--- config.mk ---
export PLATFORM = sky130hd
export DESIGN_NAME = stack_with_duplicate_removal
export DESIGN_NICKNAME = d
export VERILOG_FILES = /design/src/rtl/swdr_pkg.sv /design/src/rtl/swdr_mem.sv /design/src/rtl/stack_with_duplicate_removal.sv
export SDC_FILE = /design/constraint.sdc
export NUM_CORES = 1
export LEC_CHECK = 0
export BUFFER_PORTS_ARGS = -buffer_cell sky130_fd_sc_hd__buf_2
export CAP_MARGIN = 20
export CORE_MARGIN = 2
export CORE_UTILIZATION = 50
export DETAILED_ROUTE_END_ITERATION = 16
export PLACE_DENSITY = 0.67
export SKIP_LAST_GASP = 1
export SYNTH_ARGS = -nofsm -noshare
export SYNTH_HDL_FRONTEND = slang
export SYNTH_SLANG_ARGS = --single-unit
export TNS_END_PERCENT = 5
--- constraint.sdc ---
create_clock -name i_clk -period 11.3 [get_ports i_clk]
set_clock_uncertainty 0.05 [all_clocks]
set_input_delay 0.565 -clock i_clk [delete_from_list [all_inputs] [get_ports i_clk]]
set_output_delay 0.565 -clock i_clk [all_outputs]
set_load 0.005 [all_outputs]
--- src/rtl/swdr_pkg.sv ---
`default_nettype none

package swdr_pkg;

    localparam int WORD_W   = 32;
    localparam int OP_W     = 2;
    localparam int STATUS_W = 2;
    localparam int COUNT_W  = 5;

    // Operation codes
    localparam logic [OP_W-1:0] OP_PUSH  = 2'd0;
    localparam logic [OP_W-1:0] OP_POP   = 2'd1;
    localparam logic [OP_W-1:0] OP_DEDUP = 2'd2;

    // Result status codes
    localparam logic [STATUS_W-1:0] ST_OK    = 2'd0;
    localparam logic [STATUS_W-1:0] ST_EMPTY = 2'd1;
    localparam logic [STATUS_W-1:0] ST_FULL  = 2'd2;

    typedef struct packed {
        logic [OP_W-1:0]          op;
        logic signed [WORD_W-1:0] push_value;
    } t_in_item;

    typedef struct packed {
        logic signed [WORD_W-1:0] pop_value;
        logic [STATUS_W-1:0]      status;
        logic [COUNT_W-1:0]       entry_count;
    } t_out_item;

endpackage

`default_nettype wire

--- src/rtl/swdr_mem.sv ---
`default_nettype none

module swdr_mem #(
    parameter int DEPTH = 16,
    parameter int AW    = 4
) (
    input  wire logic                         i_clk,
    input  wire logic                         i_we,
    input  wire logic [AW-1:0]                i_waddr,
    input  wire logic [swdr_pkg::WORD_W-1:0]  i_wdata,
    input  wire logic                         i_re,
    input  wire logic [AW-1:0]                i_raddr,
    output      logic [swdr_pkg::WORD_W-1:0]  o_rdata
);

    logic [swdr_pkg::WORD_W-1:0] r_mem [DEPTH];
    logic [swdr_pkg::WORD_W-1:0] r_rdata;

    always_ff @(posedge i_clk) begin
        if (i_we) begin
            r_mem[i_waddr] <= i_wdata;
        end
    end

    // Read data holds until the next read
    always_ff @(posedge i_clk) begin
        if (i_re) begin
            r_rdata <= r_mem[i_raddr];
        end
    end

    assign o_rdata = r_rdata;

endmodule

`default_nettype wire

--- src/rtl/stack_with_duplicate_removal.sv ---
`default_nettype none

// Bounded LIFO stack of signed 32-bit words held in one synchronous RAM of DEPTH
// entries, with a fill count in flip-flops (no clearing pass after reset). Push,
// an unused op code, remove-duplicates on an empty stack and any refused
// operation (pop when empty, push when full) load the result register on
// acceptance, so the next item can be taken as soon as that register is free.
// Pop reads the top word through the registered RAM read port and loads the
// result from S_DONE. Remove-duplicates walks the stack through the single RAM
// read port: each entry i costs one read of itself plus one read for each entry
// above it up to the first equal one. Results leave through an output register;
// while a result waits under stall, the input stays stalled too.
module stack_with_duplicate_removal #(
    parameter int DEPTH = 16
) (
    input  wire logic                  i_clk,
    input  wire logic                  i_rst_n,
    input  wire logic                  i_in_valid,
    output      logic                  o_in_stall,
    input  wire swdr_pkg::t_in_item    i_in_data,
    output      logic                  o_out_valid,
    input  wire logic                  i_out_stall,
    output      swdr_pkg::t_out_item   o_out_data
);

    localparam int AW    = (DEPTH > 1) ? $clog2(DEPTH) : 1;
    localparam int CW    = $clog2(DEPTH + 1);
    localparam int CNT_W = swdr_pkg::COUNT_W;
    localparam int WW    = swdr_pkg::WORD_W;
    localparam logic [CW-1:0] DEPTH_C = CW'(DEPTH);
    localparam logic [CW-1:0] ONE_C   = CW'(1);

    typedef enum logic [1:0] {
        S_IDLE,
        S_DD_V,
        S_DD_J,
        S_DONE
    } t_state;

    t_state              r_state, n_state;
    logic [CW-1:0]       r_count, n_count;
    logic [CW-1:0]       r_i, n_i;
    logic [CW-1:0]       r_j, n_j;
    logic [CW-1:0]       r_w, n_w;
    logic [WW-1:0]       r_v, n_v;
    logic                r_is_pop, n_is_pop;
    logic                r_out_valid, n_out_valid;
    swdr_pkg::t_out_item r_out, n_out;

    logic                mem_we;
    logic [AW-1:0]       mem_waddr;
    logic [WW-1:0]       mem_wdata;
    logic                mem_re;
    logic [AW-1:0]       mem_raddr;
    logic [WW-1:0]       mem_rdata;

    logic                out_free;
    logic                accept;
    logic [CW-1:0]       i_inc;
    logic [CW-1:0]       j_inc;
    logic [CW-1:0]       w_inc;
    logic [CW-1:0]       cnt_inc;
    logic [CW-1:0]       cnt_dec;

    assign out_free   = !r_out_valid || !i_out_stall;
    assign o_in_stall = !((r_state == S_IDLE) && out_free);
    assign accept     = i_in_valid && !o_in_stall;

    assign i_inc   = r_i + ONE_C;
    assign j_inc   = r_j + ONE_C;
    assign w_inc   = r_w + ONE_C;
    assign cnt_inc = r_count + ONE_C;
    assign cnt_dec = r_count - ONE_C;

    swdr_mem #(
        .DEPTH(DEPTH),
        .AW   (AW)
    ) u_swdr_mem (
        .i_clk  (i_clk),
        .i_we   (mem_we),
        .i_waddr(mem_waddr),
        .i_wdata(mem_wdata),
        .i_re   (mem_re),
        .i_raddr(mem_raddr),
        .o_rdata(mem_rdata)
    );

    always_comb begin
        n_state     = r_state;
        n_count     = r_count;
        n_i         = r_i;
        n_j         = r_j;
        n_w         = r_w;
        n_v         = r_v;
        n_is_pop    = r_is_pop;
        n_out_valid = r_out_valid && i_out_stall;
        n_out       = r_out;
        mem_we      = 1'b0;
        mem_waddr   = r_w[AW-1:0];
        mem_wdata   = mem_rdata;
        mem_re      = 1'b0;
        mem_raddr   = '0;

        unique case (r_state)
            S_IDLE: begin
                if (accept) begin
                    n_out.pop_value   = '0;
                    n_out.status      = swdr_pkg::ST_OK;
                    n_out.entry_count = CNT_W'(r_count);
                    unique case (i_in_data.op)
                        swdr_pkg::OP_PUSH: begin
                            n_out_valid = 1'b1;
                            if (r_count == DEPTH_C) begin
                                n_out.status = swdr_pkg::ST_FULL;
                            end else begin
                                mem_we            = 1'b1;
                                mem_waddr         = r_count[AW-1:0];
                                mem_wdata         = i_in_data.push_value;
                                n_count           = cnt_inc;
                                n_out.entry_count = CNT_W'(cnt_inc);
                            end
                        end
                        swdr_pkg::OP_POP: begin
                            if (r_count == '0) begin
                                n_out_valid  = 1'b1;
                                n_out.status = swdr_pkg::ST_EMPTY;
                            end else begin
                                // Word arrives from the RAM next cycle
                                mem_re    = 1'b1;
                                mem_raddr = cnt_dec[AW-1:0];
                                n_count   = cnt_dec;
                                n_is_pop  = 1'b1;
                                n_state   = S_DONE;
                            end
                        end
                        swdr_pkg::OP_DEDUP: begin
                            if (r_count == '0) begin
                                n_out_valid = 1'b1;
                            end else begin
                                mem_re    = 1'b1;
                                mem_raddr = '0;
                                n_i       = '0;
                                n_w       = '0;
                                n_is_pop  = 1'b0;
                                n_state   = S_DD_V;
                            end
                        end
                        default: begin
                            n_out_valid = 1'b1;
                        end
                    endcase
                end
            end
            S_DD_V: begin
                // Candidate word for entry i is on the read port
                n_v = mem_rdata;
                if (i_inc < r_count) begin
                    n_j       = i_inc;
                    mem_re    = 1'b1;
                    mem_raddr = i_inc[AW-1:0];
                    n_state   = S_DD_J;
                end else begin
                    // Topmost entry is always kept; walk ends here
                    mem_we    = 1'b1;
                    mem_waddr = r_w[AW-1:0];
                    mem_wdata = mem_rdata;
                    n_w       = w_inc;
                    n_count   = w_inc;
                    n_state   = S_DONE;
                end
            end
            S_DD_J: begin
                if (mem_rdata == r_v) begin
                    // Drop: an equal word lies above
                    n_i       = i_inc;
                    mem_re    = 1'b1;
                    mem_raddr = i_inc[AW-1:0];
                    n_state   = S_DD_V;
                end else if (j_inc < r_count) begin
                    n_j       = j_inc;
                    mem_re    = 1'b1;
                    mem_raddr = j_inc[AW-1:0];
                end else begin
                    // Keep: compact toward the bottom, never past the read point
                    mem_we    = 1'b1;
                    mem_waddr = r_w[AW-1:0];
                    mem_wdata = r_v;
                    n_w       = w_inc;
                    n_i       = i_inc;
                    mem_re    = 1'b1;
                    mem_raddr = i_inc[AW-1:0];
                    n_state   = S_DD_V;
                end
            end
            S_DONE: begin
                if (out_free) begin
                    n_out.pop_value   = r_is_pop ? mem_rdata : '0;
                    n_out.status      = swdr_pkg::ST_OK;
                    n_out.entry_count = CNT_W'(r_count);
                    n_out_valid       = 1'b1;
                    n_state           = S_IDLE;
                end
            end
            default: begin
                n_state = S_IDLE;
            end
        endcase
    end

    always_ff @(posedge i_clk) begin
        if (!i_rst_n) begin
            r_state     <= S_IDLE;
            r_count     <= '0;
            r_out_valid <= 1'b0;
        end else begin
            r_state     <= n_state;
            r_count     <= n_count;
            r_out_valid <= n_out_valid;
        end
        r_i      <= n_i;
        r_j      <= n_j;
        r_w      <= n_w;
        r_v      <= n_v;
        r_is_pop <= n_is_pop;
        r_out    <= n_out;
    end

    assign o_out_valid = r_out_valid;
    assign o_out_data  = r_out;

endmodule

`default_nettype wire

==> results.sh <==
export IMPL_antenna_found_initial=0
export IMPL_place_area_um2=28800
export IMPL_post_cts_resized=0
export IMPL_async_flop_share=0
export IMPL_ios=79
export IMPL_yosysWarnings=0
export IMPL_clock_latency_ps=630
export IMPL_yosysMostFrequentCell="edfxtp_1"
export IMPL_ff2ff_setup_slack_ps=6120
export IMPL_die_h_um=239
export IMPL_syn_to_final_growth_pct=11.7
export IMPL_syn_area_um2=27500
export IMPL_die_area_um2=57000
export IMPL_synth_distinct_cells=58
export IMPL_leakagePower_nw=10.3
export IMPL_drv_cap=0
export IMPL_max_freq_mhz=193
export IMPL_fin_area_um2=30800
export IMPL_n_antenna_cell=0
export IMPL_grt_first_pass_wirelength_mm=110
export IMPL_cts_buffer_depth=3
export IMPL_cts_hold_buffers=0
export IMPL_drv_slew=0
export IMPL_start_util=0.503
export IMPL_finalSetupViolCount=0
export IMPL_rr_worst_depth=14
export IMPL_crit_path_max_fanout=76
export IMPL_synthCells=1985
export IMPL_root_buffer="clkbuf_16"
export IMPL_layout_drive_gt1_share=0.153
export IMPL_drc=0
export IMPL_place_hpwl_mm=38.1
export IMPL_cts_sinks=639
export IMPL_rsz0062_at_grt="false"
export IMPL_synthTopCellsByArea="edfxtp_1, mux2i_1, nand3_1"
export IMPL_drt_iter0_drc=2186
export IMPL_synth_commonest_cells="edfxtp_1, mux2i_1, nor2_1"
export IMPL_avgSynthCellArea_um2=13.9
export IMPL_synth_top_cell_by_area="edfxtp_1"
export IMPL_fin_crit_ps=5180
export IMPL_tns_ps=0
export IMPL_synth_edf_count=631
export IMPL_hold_viol_final=0
export IMPL_hold_class="input port to flop"
export IMPL_maxSlewHeadroom=0.207
export IMPL_portBuffers=78
export IMPL_powerDensity_nw_per_um2=322
export IMPL_grt_overflow=0
export IMPL_cts_buffers=61
export IMPL_worst_pin_slew_ps=1190
export IMPL_rows=86
export IMPL_outcome="complete, no violations"
export IMPL_seq_area_frac_synth=0.694
export IMPL_reg2reg_from="r_j[0]"
export IMPL_ant_nets=0
export IMPL_htreeDepth=2
export IMPL_nNetsFinal=2094
export IMPL_hp_start="i_rst_n"
export IMPL_grt_usage=0.260
export IMPL_ir_drop_mv=0.516
export IMPL_via_per_inst=6.30
export IMPL_min_to="o_out_valid"
export IMPL_synth_flop_cell="edfxtp_1"
export IMPL_dr_total_vias=17600
export IMPL_wire_per_inst_um=26.7
export IMPL_die_x_um=239
export IMPL_yosys_register_bits=639
export IMPL_grt_max_degree=129
export IMPL_postSynthNetCount=2043
export IMPL_worstReg2RegEnd="u_swdr_mem.o_rdata[22]"
export IMPL_path_clk_slew_ps=60
export IMPL_gp_congestion=0.905
export IMPL_yosysTopAreaCellShare=0.688
export IMPL_worstSetupStartpointType="flop"
export IMPL_core_um2=54800
export IMPL_crit_required_ps=11600
export IMPL_grt_pass1_vias=17000
export IMPL_holdPathStages=3
export IMPL_cts_tree="done"
export IMPL_period_share=0.458
export IMPL_cts_setup_buffers=0
export IMPL_end_kind="flop"
export IMPL_path_class="flop to flop"
export IMPL_arrival_ps=5480
export IMPL_drt_wl_total_mm=74.6
export IMPL_firstDrtPassIters=7
==> cell type report <==
type,instances,area (um2)
clock inverter,34,345
timing repair buffer,119,736
tap,704,881
clock buffer,81,1620
multi-input combinational,1161,7860
fill,4308,24000
sequential,639,19100
inverter,54,203
==> report_power, final <==
part | internal (mW) | total [mW] | switching, mW
clock network | 1.16 | 2.02 | 0.855
logic | 1.23 | 4.06 | 2.83
registers | 3.59 | 3.82 | 0.231
total | 5.98 | 9.89 | 3.91
==> cells by family (layout without fill, tap and decap cells) <==
logic type,count (synthesis),after routing,synth area share
compound gates,270,270,0.0652
xor+xnor,46,46,0.0146
fa+ha+maj,20,20,0.00909
buf+inv,185,288,0.0286
flops,639,639,0.694
mux,207,207,0.0769
simple gates,618,618,0.112
==> per-stage QoR <==
stage	setup WS [ps]	hold slack [ps]	util	power [mW]	instances
3_5_place_dp	6330	484	0.525	7.86	2676
4_1_cts	6280	148	0.561	9.88	2791
6_report	6120	172	0.562	9.89	2792
5_1_grt	5950	189	0.562	10.4	2792
3_3_place_gp	6490	485	0.525	7.75	2673
2_1_floorplan	7080	453	-	6.47	1985
==> registers in the layout (all words and copies together) (netlist names) <==
signal              cells
r_is_pop                1
r_count                 5
r_w                     5
o_out_data             39
r_i                     5
o_out_valid             1
u_swdr_mem.r_mem      512
r_state                 2
r_j                     5
r_v                    32
u_swdr_mem.o_rdata     32
==> placed cells by master (no fill, tap or decap), types with 12 or more instances in the layout <==
| master | Yosys | routed |
|---|---|---|
| inv_1 | 54 | 54 |
| buf_2 | 44 | 78 |
| nand2_1 | 95 | 95 |
| clkbuf_1 | 73 | 19 |
| a22oi_1 | 12 | 12 |
| nand4_1 | 57 | 57 |
| a21oi_1 | 23 | 20 |
| xor2_1 | 36 | 36 |
| mux2_2 | 36 | 36 |
| nand3_1 | 116 | 116 |
| or2_2 | 40 | 40 |
| edfxtp_1 | 631 | 631 |
| o21ai_0 | 108 | 107 |
| a222oi_1 | 33 | 33 |
| a31oi_1 | 34 | 34 |
| o211ai_1 | 12 | 12 |
| nor3_1 | 96 | 96 |
| and3_1 | 35 | 35 |
| nor2_1 | 131 | 112 |
| nor2_4 | 0 | 19 |
| mux2i_1 | 171 | 171 |
| clkbuf_16 | 0 | 62 |
| ha_1 | 20 | 17 |
| clkinv_1 | 0 | 15 |
| buf_4 | 2 | 38 |
==> worst max path at each step <==
stage	depth (start not counted)	slack, ps	to	from
CTS	14	6280	u_swdr_mem.o_rdata[22]	r_j[0]
floorplan	12	7080	u_swdr_mem.r_mem[0][0]	r_j[0]
global route	14	5950	u_swdr_mem.o_rdata[26]	r_j[0]
global placement	15	6490	u_swdr_mem.o_rdata[31]	r_j[0]
finish	14	6120	u_swdr_mem.o_rdata[22]	r_j[0]
detailed placement	14	6330	u_swdr_mem.o_rdata[31]	r_j[0]
==> worst max-delay path, cell delays in order (launching register included) <==
cell and delay (ps):
edfxtp_1 450, nand3_1 130, xor2_1 270, inv_1 90, ha_1 320, o211a_1 160, a221o_1 320, a21oi_2 290
a21boi_2 390, nor3b_1 450, or3_4 570, buf_4 750, o21ai_0 270, nand4_1 200, nand4_1 100
==> routing by layer <==
metal	vias up	GRT usage	part of all wire
met5	-	0	0
met4	0	0.0985	0.034
met3	157	0.0456	0.089
met2	877	0.411	0.46
met1	8849	0.363	0.41
li1	7720	-	-
Power figures use the tool's default switching activity.
